===== src/hdl/jpr_pkg.sv =====
`timescale 1ns / 1ps

package jpr_pkg;

    // Field widths
    localparam int unsigned OFS_W    = 2;
    localparam int unsigned WORD_W   = 16;
    localparam int unsigned FIRE_W   = 5;
    localparam int unsigned ROW_W    = 2;
    localparam int unsigned APB_AW   = 3;
    localparam int unsigned APB_DW   = 32;

    typedef enum logic {
        CMD_READ  = 1'b0,
        CMD_WRITE = 1'b1
    } cmd_t;

    // Byte offsets within the port
    localparam logic [OFS_W-1:0] OFS_WORD0  = 2'd0;
    localparam logic [OFS_W-1:0] OFS_SELECT = 2'd1;
    localparam logic [OFS_W-1:0] OFS_WORD2  = 2'd2;

    // Configuration register byte addresses
    localparam logic [APB_AW-1:0] REG_NTSC_ADDR = 3'd0;

    // Read constants
    localparam logic [WORD_W-1:0] IDLE_WORD    = 16'hFFFF;
    localparam logic [WORD_W-1:0] WORD2_BASE   = 16'hFF6F;
    localparam int unsigned       NTSC_BIT     = 4;
    localparam int unsigned       EN_BIT       = 15;
    localparam int unsigned       P0_FIRE_BIT  = 1;
    localparam int unsigned       P0_PAUSE_BIT = 0;
    localparam int unsigned       P1_FIRE_BIT  = 3;
    localparam int unsigned       P1_PAUSE_BIT = 2;
    localparam int unsigned       PAUSE_IDX    = 4;

    // Row selection decoded from one select nibble
    typedef struct packed {
        logic             hit;
        logic [ROW_W-1:0] row;
    } row_sel_t;

    // Pipeline state seen by the read logic
    typedef struct packed {
        logic       enabled;
        logic [7:0] select;
        logic       ntsc;
    } port_state_t;

    function automatic row_sel_t pad0_row(input logic [3:0] nib);
        row_sel_t r;
        r.hit = 1'b1;
        case (nib)
            4'h7:    r.row = 2'd3;
            4'hB:    r.row = 2'd2;
            4'hD:    r.row = 2'd1;
            4'hE:    r.row = 2'd0;
            default:
            begin
                r.hit = 1'b0;
                r.row = 2'd0;
            end
        endcase
        return r;
    endfunction

    function automatic row_sel_t pad1_row(input logic [3:0] nib);
        row_sel_t r;
        r.hit = 1'b1;
        case (nib)
            4'h7:    r.row = 2'd0;
            4'hB:    r.row = 2'd1;
            4'hD:    r.row = 2'd2;
            4'hE:    r.row = 2'd3;
            default:
            begin
                r.hit = 1'b0;
                r.row = 2'd0;
            end
        endcase
        return r;
    endfunction

endpackage


===== src/hdl/jpr_read_logic.sv =====
`timescale 1ns / 1ps

// Read value for one access: row decode of the select byte, then masking.
module jpr_read_logic
(
    input  jpr_pkg::port_state_t          state,
    input  logic [jpr_pkg::OFS_W-1:0]     word_offset,
    input  logic [jpr_pkg::WORD_W-1:0]    pad0_matrix,
    input  logic [jpr_pkg::FIRE_W-1:0]    pad0_fire,
    input  logic [jpr_pkg::WORD_W-1:0]    pad1_matrix,
    input  logic [jpr_pkg::FIRE_W-1:0]    pad1_fire,
    output logic [jpr_pkg::WORD_W-1:0]    read_data
);

    jpr_pkg::row_sel_t          r0;
    jpr_pkg::row_sel_t          r1;
    logic [3:0]                 cols0;
    logic [3:0]                 cols1;
    logic [jpr_pkg::WORD_W-1:0] word0;
    logic [jpr_pkg::WORD_W-1:0] word2;

    assign r0    = jpr_pkg::pad0_row(state.select[3:0]);
    assign r1    = jpr_pkg::pad1_row(state.select[7:4]);
    assign cols0 = pad0_matrix[{r0.row, 2'b00} +: 4];
    assign cols1 = pad1_matrix[{r1.row, 2'b00} +: 4];

    always_comb
    begin
        word0 = jpr_pkg::IDLE_WORD;
        if (state.enabled)
        begin
            if (r0.hit)
            begin
                word0[11:8] = ~cols0;
                // row 0 carries no tag bit
                if (r0.row != 2'd0)
                    word0[{2'b00, r0.row}] = 1'b0;
            end
            if (r1.hit)
            begin
                word0[15:12]                   = ~cols1;
                word0[4'd7 - {2'b00, r1.row}]  = 1'b0;
            end
        end
    end

    always_comb
    begin
        word2 = jpr_pkg::WORD2_BASE;
        word2[jpr_pkg::NTSC_BIT] = state.ntsc;
        if (state.enabled)
        begin
            if (r0.hit)
            begin
                if (pad0_fire[{1'b0, r0.row}])
                    word2[jpr_pkg::P0_FIRE_BIT] = 1'b0;
                if (r0.row == 2'd0 && pad0_fire[jpr_pkg::PAUSE_IDX])
                    word2[jpr_pkg::P0_PAUSE_BIT] = 1'b0;
            end
            if (r1.hit)
            begin
                if (pad1_fire[{1'b0, r1.row}])
                    word2[jpr_pkg::P1_FIRE_BIT] = 1'b0;
                if (r1.row == 2'd0 && pad1_fire[jpr_pkg::PAUSE_IDX])
                    word2[jpr_pkg::P1_PAUSE_BIT] = 1'b0;
            end
        end
    end

    always_comb
    begin
        case (word_offset)
            jpr_pkg::OFS_WORD0: read_data = word0;
            jpr_pkg::OFS_WORD2: read_data = word2;
            default:            read_data = jpr_pkg::IDLE_WORD;
        endcase
    end

endmodule


===== src/hdl/joypad_port_registers_core.sv =====
`timescale 1ns / 1ps

// A read transaction's result passes through the input register, then the
// result register; a write yields no result.
// Throughput: one transaction per cycle, stalled only while a read waits in
// the input register, the result register is full and out_ready is low.
// Reset (rst_n, async, active low): pads disabled, select byte zero,
// ntsc_mode one, both pipeline stages empty.
module joypad_port_registers_core
(
    input  logic                          clk,
    input  logic                          rst_n,

    // request channel
    input  logic                          in_valid,
    output logic                          in_ready,
    input  logic                          command,
    input  logic [jpr_pkg::OFS_W-1:0]     word_offset,
    input  logic [jpr_pkg::WORD_W-1:0]    write_value,
    input  logic [jpr_pkg::WORD_W-1:0]    pad0_matrix,
    input  logic [jpr_pkg::FIRE_W-1:0]    pad0_fire,
    input  logic [jpr_pkg::WORD_W-1:0]    pad1_matrix,
    input  logic [jpr_pkg::FIRE_W-1:0]    pad1_fire,

    // result channel
    output logic                          out_valid,
    input  logic                          out_ready,
    output logic [jpr_pkg::WORD_W-1:0]    read_data,

    // configuration port
    input  logic                          psel,
    input  logic                          penable,
    input  logic                          pwrite,
    input  logic [jpr_pkg::APB_AW-1:0]    paddr,
    input  logic [jpr_pkg::APB_DW-1:0]    pwdata,
    output logic [jpr_pkg::APB_DW-1:0]    prdata,
    output logic                          pready
);

    // ---------------------------------------------------------------
    // Input register: one accepted transaction waiting to be processed
    // ---------------------------------------------------------------
    logic                          s1_valid_reg;
    logic                          s1_valid_next;
    jpr_pkg::cmd_t                 s1_cmd_reg;
    logic [jpr_pkg::OFS_W-1:0]     s1_ofs_reg;
    logic [jpr_pkg::WORD_W-1:0]    s1_wdata_reg;
    logic [jpr_pkg::WORD_W-1:0]    s1_m0_reg;
    logic [jpr_pkg::FIRE_W-1:0]    s1_f0_reg;
    logic [jpr_pkg::WORD_W-1:0]    s1_m1_reg;
    logic [jpr_pkg::FIRE_W-1:0]    s1_f1_reg;

    // Port state. Only the select byte and the enable flag are ever
    // observable, so the other stored bytes are not kept.
    logic                          enabled_reg;
    logic                          enabled_next;
    logic [7:0]                    select_reg;
    logic [7:0]                    select_next;
    logic                          ntsc_reg;
    logic                          ntsc_next;

    // Result register
    logic                          res_valid_reg;
    logic                          res_valid_next;
    logic [jpr_pkg::WORD_W-1:0]    res_data_reg;
    logic [jpr_pkg::WORD_W-1:0]    res_data_next;

    logic                          in_fire;
    logic                          s1_fire;
    logic                          s1_is_write;
    logic                          cfg_write;
    logic [jpr_pkg::WORD_W-1:0]    rd_value;
    jpr_pkg::port_state_t          state;

    // A write leaves the stage without needing the result slot; a read
    // needs the slot empty or draining this cycle.
    assign s1_is_write = (s1_cmd_reg == jpr_pkg::CMD_WRITE);
    assign s1_fire     = s1_valid_reg
                       && (s1_is_write || !res_valid_reg || out_ready);
    assign in_ready    = !s1_valid_reg || s1_fire;
    assign in_fire     = in_valid && in_ready;

    assign state.enabled = enabled_reg;
    assign state.select  = select_reg;
    assign state.ntsc    = ntsc_reg;

    jpr_read_logic u_read
    (
        .state       (state),
        .word_offset (s1_ofs_reg),
        .pad0_matrix (s1_m0_reg),
        .pad0_fire   (s1_f0_reg),
        .pad1_matrix (s1_m1_reg),
        .pad1_fire   (s1_f1_reg),
        .read_data   (rd_value)
    );

    // ---------------------------------------------------------------
    // Next-state logic
    // ---------------------------------------------------------------
    assign cfg_write = psel && penable && pwrite && pready;

    always_comb
    begin
        s1_valid_next = s1_valid_reg;
        if (in_fire)
            s1_valid_next = 1'b1;
        else if (s1_fire)
            s1_valid_next = 1'b0;
    end

    always_comb
    begin
        enabled_next = enabled_reg;
        select_next  = select_reg;
        if (s1_fire && s1_is_write)
        begin
            // high byte lands at the offset, low byte at offset + 1
            if (s1_ofs_reg == jpr_pkg::OFS_WORD0)
            begin
                select_next  = s1_wdata_reg[7:0];
                enabled_next = s1_wdata_reg[jpr_pkg::EN_BIT];
            end
            else if (s1_ofs_reg == jpr_pkg::OFS_SELECT)
            begin
                select_next = s1_wdata_reg[15:8];
            end
        end
    end

    always_comb
    begin
        ntsc_next = ntsc_reg;
        if (cfg_write && paddr[jpr_pkg::APB_AW-1] == 1'b0)
            ntsc_next = pwdata[0];
    end

    always_comb
    begin
        res_valid_next = res_valid_reg;
        res_data_next  = res_data_reg;
        if (res_valid_reg && out_ready)
            res_valid_next = 1'b0;
        if (s1_fire && !s1_is_write)
        begin
            res_valid_next = 1'b1;
            res_data_next  = rd_value;
        end
    end

    // ---------------------------------------------------------------
    // Registers
    // ---------------------------------------------------------------
    always_ff @(posedge clk or negedge rst_n)
    begin
        if (!rst_n)
        begin
            s1_valid_reg  <= 1'b0;
            res_valid_reg <= 1'b0;
            enabled_reg   <= 1'b0;
            select_reg    <= 8'h00;
            ntsc_reg      <= 1'b1;
        end
        else
        begin
            s1_valid_reg  <= s1_valid_next;
            res_valid_reg <= res_valid_next;
            enabled_reg   <= enabled_next;
            select_reg    <= select_next;
            ntsc_reg      <= ntsc_next;
        end
    end

    // payload: no reset needed
    always_ff @(posedge clk)
    begin
        if (in_fire)
        begin
            s1_cmd_reg   <= jpr_pkg::cmd_t'(command);
            s1_ofs_reg   <= word_offset;
            s1_wdata_reg <= write_value;
            s1_m0_reg    <= pad0_matrix;
            s1_f0_reg    <= pad0_fire;
            s1_m1_reg    <= pad1_matrix;
            s1_f1_reg    <= pad1_fire;
        end
        res_data_reg <= res_data_next;
    end

    // ---------------------------------------------------------------
    // Outputs
    // ---------------------------------------------------------------
    assign out_valid = res_valid_reg;
    assign read_data = res_data_reg;
    assign pready    = 1'b1;

    always_comb
    begin
        prdata = '0;
        if (paddr == jpr_pkg::REG_NTSC_ADDR)
            prdata[0] = ntsc_reg;
    end

endmodule


===== config.mk =====
export PLATFORM = sky130hd
export DESIGN_NAME = joypad_port_registers_core
export DESIGN_NICKNAME = d
export VERILOG_FILES = /design/src/hdl/jpr_pkg.sv /design/src/hdl/jpr_read_logic.sv /design/src/hdl/joypad_port_registers_core.sv
export SDC_FILE = /design/constraint.sdc
export NUM_CORES = 1
export LEC_CHECK = 0
export ABC_CLOCK_PERIOD_IN_PS = 4140
export BUFFER_PORTS_ARGS = -buffer_cell sky130_fd_sc_hd__buf_4
export CELL_PAD_IN_SITES_DETAIL_PLACEMENT = 1
export CELL_PAD_IN_SITES_GLOBAL_PLACEMENT = 2
export CORE_MARGIN = 2
export CORE_UTILIZATION = 31
export CTS_BUF_LIST = sky130_fd_sc_hd__clkbuf_4 sky130_fd_sc_hd__clkbuf_8 sky130_fd_sc_hd__clkbuf_16
export DETAILED_ROUTE_END_ITERATION = 6
export HOLD_SLACK_MARGIN = 0.12
export PLACE_DENSITY = 0.78
export REMOVE_ABC_BUFFERS = 1
export SLEW_MARGIN = 20
export SYNTH_ARGS = -nofsm -noshare
export SYNTH_HDL_FRONTEND = slang
export SYNTH_SLANG_ARGS = --single-unit

===== constraint.sdc =====
create_clock -name clk -period 4.14 [get_ports clk]
set_input_delay 0.828 -clock clk [delete_from_list [all_inputs] [get_ports clk]]
set_output_delay 0.828 -clock clk [all_outputs]
set_load 0.02 [all_outputs]

Word-level counts from Yosys, hierarchy flattened
Index checks and enable logic that the tools add are counted.
{ "word_totals": {"reg_bits": 89, "inputBits": 103, "out_inout_bits": 51, "word_cells": 101} }
{ "op_classes": {"n_addsub": 1, "order_cmp": 6, "eq_ne": 10, "n_shift": 2, "mux": 32, "bitwise": 7, "n_reduce_logical": 30} }
{ "op_table": {"columns": ["operator", "n"], "rows": [
  ["16-bit two-way mux", 5],
  ["16-bit bitwise AND", 2],
  ["16-bit case mux with 2 select lines", 1],
  ["16-bit by 5-bit indexed part select with 4-bit output", 2],
  ["4-bit equality test (second input constant)", 6],
  ["8-bit two-way mux", 2],
  ["16-bit NOT", 1],
  ["4-bit NOT with 16-bit output", 1],
  ["1-bit two-way mux", 15],
  ["1-bit logical AND", 12],
  ["2-bit case mux with 3 select lines", 2],
  ["4-bit by 3-bit equality test with 1-bit output (second input constant)", 2],
  ["2-bit by 4-bit < comparator with 1-bit output (second input constant)", 2],
  ["4-bit NOT", 2],
  ["2-bit nonzero test", 4],
  ["4-bit OR reduction", 2],
  ["2-bit zero test", 3],
  ["2-bit by 5-bit < comparator with 1-bit output (second input constant)", 1],
  ["4-bit by 5-bit < comparator with 1-bit output (second input constant)", 1],
  ["1-bit binary-select mux with 2-bit select", 2],
  ["1-bit demux with 4-bit select", 1],
  ["4-bit by 1-bit greater-or-equal comparator with 1-bit output (second input constant)", 1],
  ["2-bit two-way mux", 2],
  ["4-bit two-way mux", 1],
  ["other kinds (10)", 15]
]} }

Longest topological paths before layout
Gate-level depths: netlist (run 1).
{ "depth": {"depth_word": 15, "mapped_depth": 6, "mapped_depth_nobuf": 4} }

Modules after synthesis
Synthesis (run 1) repeated with hierarchy kept, for this count alone.
{ "unflattened": {"cells_unflattened": 259, "area_unflattened_um2": 3988.8} }
{ "modules_own_cells": {"columns": ["module", "n_inst", "cells_each", "area_each_um2", "seq_area_each_um2"], "rows": [
  ["joypad_port_registers_core", 1, 156, 3238.1, 2613.8],
  ["jpr_read_logic", 1, 103, 750.7, 0.0]
]} }

Worst setup path after synthesis (run 1)
No wires, ideal clock.
{ "synth_timing": {"path_kind": "input port to flip-flop", "from": "input port out_ready", "to": "register s1_cmd_reg, enable pin", "setup_ps": 487, "arrival_ps": 3726, "required_time_ps": 3653, "setup_slack_ps": -73, "cell_stages": 3, "n_path_buf": 0, "path_cell_list": "nand2b_1 nor2_1 nor2b_1"} }
{ "synth_via": {"elab_chain_cells": 4} }
{ "synth_rtl": {"columns": ["element", "line_no", "rtl"], "rows": [
  ["start: declaration", "joypad_port_registers_core.sv:27", "input logic out_ready,"],
  ["1-bit logical OR", "joypad_port_registers_core.sv:79", "&& (s1_is_write || !res_valid_reg || out_ready);"],
  ["1-bit logical AND", "joypad_port_registers_core.sv:79", null],
  ["1-bit logical OR", "joypad_port_registers_core.sv:80", "assign in_ready = !s1_valid_reg || s1_fire;"],
  ["1-bit logical AND", "joypad_port_registers_core.sv:81", "assign in_fire = in_valid && in_ready;"],
  ["via in_fire", "joypad_port_registers_core.sv:68", "logic in_fire;"],
  ["end signal: assignment", "joypad_port_registers_core.sv:179", "s1_cmd_reg <= jpr_pkg::cmd_t'(command);"],
  ["end: declaration", "joypad_port_registers_core.sv:45", "jpr_pkg::cmd_t s1_cmd_reg;"]
]} }
The timed path passes the listed nets, and every way through them passes these cells.
A chain may end at the register's enable or synchronous reset.

Final worst setup path (run 1)
{ "layout_timing": {"from": "input port out_ready", "to": "output port in_ready"} }
{ "layout_via": {"elab_chain_cells": 3} }
{ "layout_rtl": {"columns": ["element", "line_no", "rtl"], "rows": [
  ["1-bit logical OR", "joypad_port_registers_core.sv:79", null],
  ["1-bit logical AND", "joypad_port_registers_core.sv:79", null],
  ["1-bit logical OR", "joypad_port_registers_core.sv:80", null],
  ["end: declaration", "joypad_port_registers_core.sv:16", "output logic in_ready,"]
]} }
Every way passes these cells.

==> load_flow_metrics.sql, run 1 <==
INSERT INTO impl_metrics (metric_group, metric, value, unit) VALUES
('clock_network', 'cts_root_buf', 'clkbuf_16', ''),
('global_routing', 'via_count_of_the_first_global_routing_pass', '2593', ''),
('sta', 'final_worst_path_period_need', '2.43', 'ns'),
('pwr', 'power_frac_comb', '0.124', ''),
('global_routing', 'met1_usage', '0.157', ''),
('placed_design', 'gp_congestion', '0.722', ''),
('sta', 'max_freq', '411', 'MHz'),
('clock_network', 'clk_pin_slew', '0.06', 'ns'),
('clock_network', 'cts_tree', 'done', ''),
('floorplanning', 'die_width', '116', 'µm'),
('placed_design', 'hpwl', '5.99', 'mm'),
('flow_run', 'max-cap-violations', '0', ''),
('clock_network', 'post_cts_gate_resize_count', '0', ''),
('clock_network', 'clkSinkCount', '89', ''),
('floorplanning', 'starting_density_of_the_core', '0.313', ''),
('sta', 'slew_viol_final', '0', ''),
('logic_synthesis', 'yosys_register_bits', '89', ''),
('floorplanning', 'die-area', '13500', 'µm²'),
('route', 'drc_errors', '0', ''),
('status', 'status', 'finished clean', ''),
('sta', 'finalSetupViolCount', '0', ''),
('route', 'drt_pre_antenna_iters', '4', ''),
('logic_synthesis', 'avgSynthCellArea', '13.6', 'µm²'),
('sta', 'hold_violations', '0', ''),
('global_routing', 'grt_first_pass_wirelength', '13.0', 'mm'),
('logic_synthesis', 'synth_edf_count', '77', ''),
('pwr', 'total_leakage_power', '1.82', 'nW'),
('route', 'detail_route.wirelength', '8.35', 'mm'),
('final_layout', 'layout.nets', '479', ''),
('logic_synthesis', 'ranking_of_synthesized_cells_by_area', 'edfxtp_1, dfrtp_1, buf_4', ''),
('logic_synthesis', 'mappedNetlistArea', '3910', 'µm²'),
('clock_network', 'clock_insertion_delay_worst_skew', '0.34', 'ns'),
('pwr', 'power.ir.vdd_worst', '0.271', 'mV'),
('logic_synthesis', 'netlist-cell-type-count', '53', ''),
('floorplanning', 'die_height', '116', 'µm'),
('worst_setup_path', 'worstPathArrival', '1.60', 'ns'),
('route', 'ant_nets', '0', ''),
('logic_synthesis', 'postSynthCellCount', '287', ''),
('global_routing', 'grt.overflow.total', '0', ''),
('logic_synthesis', 'synthDominantAreaCellType', 'edfxtp_1', ''),
('final_layout', 'instances_no_fill', '553', ''),
('logic_synthesis', 'postSynth.topFlopCell', 'edfxtp_1', ''),
('pwr', 'switching_power', '0.000560', 'W'),
('placed_design', 'io_buffers', '90', ''),
('worst_setup_path', 'cp-start-kind', 'primary input', ''),
('logic_synthesis', 'share_of_the_yosys_chip_area_belonging_to_registers', '0.669', ''),
('logic_synthesis', 'synth_async_sr_flop_share', '0.135', ''),
('clock_network', 'ctsHtreeMaxLevel', '3', ''),
('clock_network', 'ctsHoldBuffers', '0', ''),
('final_layout', 'drive_gt1_frac', '0.320', ''),
('route', 'post_drt_via_cell_ratio', '4.44', ''),
('sta', 'max_slew.worst_pin.slew', '0.607', 'ns'),
('logic_synthesis', 'number_of_synthesis_warnings', '0', ''),
('pwr', 'cellPowerDensity', '441', 'nW/µm²'),
('clock_network', 'cts_made_buffers', '9', ''),
('floorplanning', 'ioPinCount', '154', ''),
('sta', 'slew-limit-headroom', '0.595', ''),
('worst_setup_path', 'timing.setup.critical_path_class', 'primary input to output pin', ''),
('worst_setup_path', 'cp.required', '3.31', 'ns'),
('sta', 'grt_setup_unrepaired', 'no', ''),
('final_layout', 'area.growth.synth_to_final', '25.2', '%'),
('global_routing', 'grt_max_degree', '43', ''),
('global_routing', 'use_met2', '0.214', ''),
('hold_path', 'hp-class', 'primary input to async pin', ''),
('sta', 'fin_crit_sh', '0.588', ''),
('pwr', 'switching_fraction', '0.259', ''),
('global_routing', 'grt_use_met3', '0.0451', ''),
('sta', 'fin_worst_skew', '0.00736', 'ns'),
('floorplanning', 'core_area', '12500', 'µm²'),
('global_routing', 'grt_busiest_layer', 'met2', ''),
('global_routing', 'antenna_found_initial', '0', '');
-- path summary, 6_finish.rpt --
| kind | slack (ns) | startpoint | end | depth (start not counted) |
|---|---|---|---|---|
| min in group clk | 0.53 | s1_wdata_reg[15] | enabled_reg | 1 |
| worst max-delay path | 1.71 | out_ready | in_ready | 5 |
| max in group asynchronous | 3.60 | rst_n | ntsc_reg | 1 |
| worst min-delay path | 0.31 | rst_n | s1_valid_reg | 1 |
| worst min register to register | 0.53 | s1_wdata_reg[15] | enabled_reg | 1 |
| worst max register to register | 2.11 | s1_cmd_reg | s1_m0_reg[1] | 4 |
-- Yosys cell counts (all sizes together), types with 2 or more instances --
| cell | instances |
|---|---|
| a21boi | 4 |
| a21o | 8 |
| a21oi | 8 |
| a22o | 2 |
| a22oi | 8 |
| a31oi | 2 |
| a32oi | 2 |
| a41oi | 2 |
| and3b | 2 |
| buf | 42 |
| clkbuf | 2 |
| conb | 2 |
| dfrtp | 11 |
| edfxtp | 77 |
| inv | 5 |
| maj3 | 2 |
| mux2 | 2 |
| nand2 | 27 |
| nand2b | 5 |
| nand3b | 8 |
| nor2 | 6 |
| nor2b | 6 |
| nor3 | 2 |
| nor3b | 7 |
| o21ai | 16 |
| o22a | 2 |
| o22ai | 8 |
| or2 | 2 |
-- routing by layer --
layer | vias to the layer above | part of all wire
met4 | 0 | 0.016
li1 | 1191 | -
met3 | 8 | 0.063
met2 | 83 | 0.49
met1 | 1172 | 0.43
met5 | - | 0
-- metrics by stage --
| step | total power [W] | cell area, µm² | utilization | TNS (ns) | setup WS [ns] |
|---|---|---|---|---|---|
| after detailed placement | 0.00142 | 4610 | 0.370 | 0 | 1.53 |
| after global placement | 0.00141 | 4610 | 0.370 | 0 | 1.63 |
| after global routing | 0.00227 | 4890 | 0.392 | 0 | 1.63 |
| after CTS | 0.00220 | 4890 | 0.392 | 0 | 1.69 |
| after floorplan | 0.00130 | 3700 | - | -4.47 | -0.0734 |
| final | 0.00216 | 4890 | 0.392 | 0 | 1.71 |
-- placed cells by master, fill, tap and decap left out, types with 3 or more instances in the layout --
| master | netlist | final |
|---|---|---|
| nand2_1 | 27 | 27 |
| nand2b_1 | 4 | 4 |
| buf_4 | 35 | 92 |
| edfxtp_1 | 77 | 77 |
| dfrtp_1 | 11 | 11 |
| clkbuf_16 | 0 | 9 |
| nor3b_1 | 7 | 7 |
| nand3b_1 | 8 | 8 |
| a21o_1 | 8 | 8 |
| o22ai_1 | 8 | 8 |
| inv_1 | 5 | 5 |
| clkinv_2 | 0 | 3 |
| nor2_1 | 4 | 4 |
| conb_1 | 2 | 32 |
| a21boi_1 | 4 | 4 |
| o21ai_0 | 14 | 14 |
| a21oi_1 | 8 | 8 |
| nor2b_1 | 6 | 5 |
| a22oi_1 | 8 | 8 |
-- kinds of logic after synthesis --
logic type,after synthesis,synth area share
DFF,89,0.669
and+or+nand+nor,72,0.106
AOI/OAI and AO/OA,69,0.121
buffers and inverters,49,0.0862
adders and majority gates,2,0.00577
other,2,0.00192
xor gates and xnor gates,2,0.00449
muxes,2,0.00577
-- worst max-delay path, cell delays in order --
cell and delay (ns):
buf_4 0.10, nand2b_1 0.16, nor2_1 0.27, inv_1 0.07
buf_4 0.16
-- area by class of cell --
type                            count  area (µm²)
Multi-Input combinational cell    179        1080
Tap cell                          172         215
Timing Repair Buffer               92         691
Sequential cell                    89        2610
Inverter                            5        18.8
Fill cell                        1353        7570
Clock inverter                      5        31.3
Clock buffer                       11         246
-- power by group through the flow --
stage	registers (W)	logic (W)	clock network [W]
6_report	0.00113	0.000267	0.000758
5_1_grt	0.00115	0.000300	0.000827
4_1_cts	0.00113	0.000271	0.000790
2_1_floorplan	0.00113	0.000169	0
3_3_place_gp	0.00115	0.000260	0
3_5_place_dp	0.00115	0.000269	0
Note: power is estimated with default switching activity, not from simulation.
==> run 2: changes to the inputs <==
--- a/config.mk
+++ b/config.mk
@@ -5,16 +5,17 @@
 export SDC_FILE = /design/constraint.sdc
 export NUM_CORES = 1
 export LEC_CHECK = 0
-export ABC_CLOCK_PERIOD_IN_PS = 4140
+export ABC_AREA = 1
+export ABC_CLOCK_PERIOD_IN_PS = 2020
 export BUFFER_PORTS_ARGS = -buffer_cell sky130_fd_sc_hd__buf_4
 export CELL_PAD_IN_SITES_DETAIL_PLACEMENT = 1
 export CELL_PAD_IN_SITES_GLOBAL_PLACEMENT = 2
 export CORE_MARGIN = 2
-export CORE_UTILIZATION = 31
+export CORE_UTILIZATION = 27
 export CTS_BUF_LIST = sky130_fd_sc_hd__clkbuf_4 sky130_fd_sc_hd__clkbuf_8 sky130_fd_sc_hd__clkbuf_16
 export DETAILED_ROUTE_END_ITERATION = 6
 export HOLD_SLACK_MARGIN = 0.12
-export PLACE_DENSITY = 0.78
+export PLACE_DENSITY = 0.74
 export REMOVE_ABC_BUFFERS = 1
 export SLEW_MARGIN = 20
 export SYNTH_ARGS = -nofsm -noshare
==> constraint.sdc (replaced) <==
create_clock -name clk -period 2.02 [get_ports clk]
set_input_delay 0.404 -clock clk [delete_from_list [all_inputs] [get_ports clk]]
set_output_delay 0.404 -clock clk [all_outputs]
set_load 0.02 [all_outputs]
==> run 2 against run 1 <==
Sequential power increased by 96%. Design area increased by 0.41%. Critical path type is now flip-flop to flip-flop. Highest routed layer unchanged. Largest power group unchanged. Die area increased by 11%.
==> load_flow_metrics.sql, run 2 <==
INSERT INTO impl_metrics (metric_group, metric, value, unit) VALUES
('global_routing', 'via_count_of_the_first_global_routing_pass', '2524', ''),
('global_routing', 'antenna_found_initial', '0', ''),
('pwr', 'cellPowerDensity', '893', 'nW/µm²'),
('final_layout', 'layout_common_cells', 'buf_4, edfxtp_1, nand2_1, nor2_1, inv_1', ''),
('final_layout', 'number_of_antenna_diodes', '0', ''),
('final_layout', 'area.growth.synth_to_final', '29.3', '%'),
('sta', 'fin_worst_skew', '0.00824', 'ns'),
('final_layout', 'most_common_cell_after_layout_fill_and_taps_aside', 'buf_4', ''),
('logic_synthesis', 'synth_top_family_by_area', 'simple AND/OR/NAND/NOR gates', ''),
('pwr', 'power.ir.vdd_worst', '0.353', 'mV'),
('floorplanning', 'ioPinCount', '154', ''),
('logic_synthesis', 'ranking_of_synthesized_cells_by_area', 'edfxtp_1, dfrtp_1, buf_4', ''),
('sta', 'final_worst_path_period_need', '1.87', 'ns'),
('pwr', 'power.total', '0.00439', 'W'),
('worst_setup_path', 'end_kind', 'flip-flop', ''),
('logic_synthesis', 'synth_edf_count', '77', ''),
('placed_design', 'io_buffers', '90', ''),
('global_routing', 'grt.overflow.total', '0', ''),
('floorplanning', 'starting_density_of_the_core', '0.275', ''),
('sta', 'finalSetupViolCount', '0', ''),
('logic_synthesis', 'mappedNetlistArea', '3800', 'µm²'),
('clock_network', 'clockBufferDepth', '2', ''),
('route', 'detail_route.wirelength', '8.18', 'mm'),
('floorplanning', 'core_area', '13800', 'µm²'),
('route', 'detailedRoute.firstIterationViolations', '105', ''),
('placed_design', 'hpwl', '6.27', 'mm'),
('placed_design', 'gp_congestion', '0.731', ''),
('logic_synthesis', 'post_synth_most_frequent_cells', 'edfxtp_1, nand2_1, nor2_1', ''),
('hold_path', 'hp-class', 'primary input to flip-flop', ''),
('sta', 'max_slew.worst_pin.slew', '0.768', 'ns'),
('logic_synthesis', 'share_of_the_yosys_chip_area_belonging_to_registers', '0.688', ''),
('worst_setup_path', 'cp.required', '2.05', 'ns'),
('route', 'ant_nets', '0', ''),
('floorplanning', 'die-area', '15000', 'µm²'),
('clock_network', 'cts_tree', 'done', ''),
('logic_synthesis', 'synth_async_sr_flop_share', '0.135', ''),
('sta', 'whs', '0.233', 'ns'),
('clock_network', 'post_cts_gate_resize_count', '0', ''),
('final_layout', 'instances_no_fill', '602', ''),
('logic_synthesis', 'postSynthCellCount', '315', ''),
('logic_synthesis', 'fraction_of_post_synthesis_cell_area_in_the_top_cell_type_by_area', '0.609', ''),
('clock_network', 'clk_pin_slew', '0.07', 'ns'),
('pwr', 'total_leakage_power', '2.01', 'nW'),
('sta', 'slew_viol_final', '0', ''),
('worst_setup_path', 'timing.setup.critical_path_class', 'flip-flop to flip-flop', ''),
('final_layout', 'drive_gt1_frac', '0.315', ''),
('global_routing', 'gr-usage-all-layers', '0.114', ''),
('logic_synthesis', 'postSynth.topFlopCell', 'edfxtp_1', ''),
('clock_network', 'cts_root_buf', 'clkbuf_16', ''),
('hold_path', 'min_delay_path_depth', '1', ''),
('worst_setup_path', 'worstPathArrival', '1.89', 'ns'),
('worst_setup_path', 'startpoint', 's1_valid_reg', ''),
('route', 'route.vias.total', '2476', ''),
('logic_synthesis', 'synthSimpleGateAreaFrac', '0.141', ''),
('sta', 'fin_crit_sh', '0.924', ''),
('floorplanning', 'die_width', '123', 'µm'),
('sta', 'hold_violations', '0', ''),
('final_layout', 'layout.nets', '521', ''),
('worst_setup_path', 'cp-start-kind', 'flip-flop', ''),
('logic_synthesis', 'number_of_synthesis_warnings', '0', ''),
('logic_synthesis', 'most_common_cell_in_the_netlist', 'edfxtp_1', ''),
('worst_setup_path', 'critical_path.max_fanout', '38', ''),
('sta', 'grt_setup_unrepaired', 'no', ''),
('clock_network', 'cts_made_buffers', '9', ''),
('global_routing', 'grt_first_pass_wirelength', '12.5', 'mm'),
('worst_setup_path', 'ff2ff_path_depth', '6', ''),
('logic_synthesis', 'netlist-cell-type-count', '32', ''),
('logic_synthesis', 'synth_compound_area_frac', '0.0659', ''),
('logic_synthesis', 'muxShareOfSynthArea', '0', ''),
('sta', 'slew-limit-headroom', '0.486', ''),
('worst_setup_path', 'r2r-start', 's1_valid_reg', ''),
('route', 'post_drt_via_cell_ratio', '4.11', ''),
('logic_synthesis', 'xor_xnor_cell_area_share_of_the_yosys_netlist', '0', ''),
('logic_synthesis', 'synth_fa_ha_area_frac', '0', ''),
('clock_network', 'clock_insertion_delay_worst_skew', '0.34', 'ns'),
('route', 'routed_wire_length_per_instance', '13.6', 'µm'),
('clock_network', 'ctsHtreeMaxLevel', '3', ''),
('flow_run', 'max-cap-violations', '0', ''),
('global_routing', 'grt_max_degree', '39', ''),
('route', 'drt_pre_antenna_iters', '4', ''),
('hold_path', 'min-delay-start', 'pad1_matrix[15]', ''),
('logic_synthesis', 'synthDominantAreaCellType', 'edfxtp_1', ''),
('logic_synthesis', 'avgSynthCellArea', '12.1', 'µm²'),
('clock_network', 'clkSinkCount', '89', ''),
('sta', 'finalSetupTns', '0', 'ns'),
('clock_network', 'cts_setup_buffers', '0', ''),
('route', 'drc_errors', '0', ''),
('floorplanning', 'fp-row-count', '43', ''),
('floorplanning', 'die_height', '123', 'µm'),
('logic_synthesis', 'yosys_register_bits', '89', ''),
('placed_design', 'dp_cells', '586', ''),
('status', 'status', 'finished clean', ''),
('sta', 'max_freq', '536', 'MHz'),
('final_layout', 'num-fill-cells', '1502', '');
[run 2: changes by cell type after synthesis, sizes merged, moves of 6 or more]
| cell | delta |
|---|---|
| a21o | -8 |
| a22oi | -6 |
| inv | +33 |
| nand3b | -7 |
| o21ai | +7 |
| nor2b | -6 |
| nor2 | +40 |
| nand2 | +22 |
| buf | -9 |
| nor3b | -7 |
| nand4 | +6 |
| nand3 | +6 |
[run 2: cell type report]
class	instances	area, µm²	share of cell area
flip-flops and latches	89	2610	0.532
inverters	38	145	0.0295
repair buffers	95	728	0.148
clock buffers	9	225	0.0458
multi-input cells	185	915	0.186
clock inverters	6	60.1	0.0122
well taps	180	225	0.0458
[run 2: logic make-up (layout without fill, tap and decap cells)]
kind of cell           Yosys count  after routing
DFF                             89             89
other                            2             32
AOI/OAI and AO/OA               42             42
and+or+nand+nor                111            111
buffers and inverters           71            148
[run 2: worst paths after layout]
| check | to | slack (ns) |
|---|---|---|
| max in group asynchronous | ntsc_reg | 1.34 |
| hold reg to reg | select_reg[3] | 0.52 |
| min in group asynchronous | select_reg[6] | 0.45 |
| setup reg to reg | s1_wdata_reg[0] | 0.15 |
| hold / removal | s1_m1_reg[15] | 0.23 |
| setup / recovery | s1_wdata_reg[0] | 0.15 |
[run 2: metrics by stage]
stage	setup slack, ns	area (µm²)	util
finish	0.154	4910	0.355
global route	0.0305	4910	0.355
CTS	0.128	4910	0.355
detailed placement	0.0786	4620	0.334
global placement	0.145	4620	0.334
floorplan	-1.69	3670	-
[run 2: power breakdown]
group | internal, W | leakage, nW | switching [W]
logic | 0.000207 | 1.02 | 0.000338
registers | 0.00214 | 0.842 | 0.0000733
clock network | 0.000945 | 0.140 | 0.000679
[run 2: metal layers]
layer | track usage | part of all wire | up-vias
li1 | - | - | 1208
met1 | 0.139 | 0.44 | 1169
met2 | 0.186 | 0.48 | 88
met3 | 0.0293 | 0.056 | 11
met4 | 0.0575 | 0.023 | 0
met5 | 0 | 0 | -
[run 2: what timing repair did]
item,4_1_cts,5_1_grt
hold endpoints to repair,12,0
hold buffers,1,0
endpoints found under the setup margin,0,0
[run 2: critical path, cell delays in order, from the launching register on]
cell	delay (ns)
dfrtp_1	0.38
inv_1	0.05
nor2_1	0.03
inv_1	0.08
nor2_1	0.08
nor2_4	0.59
buf_12	0.31
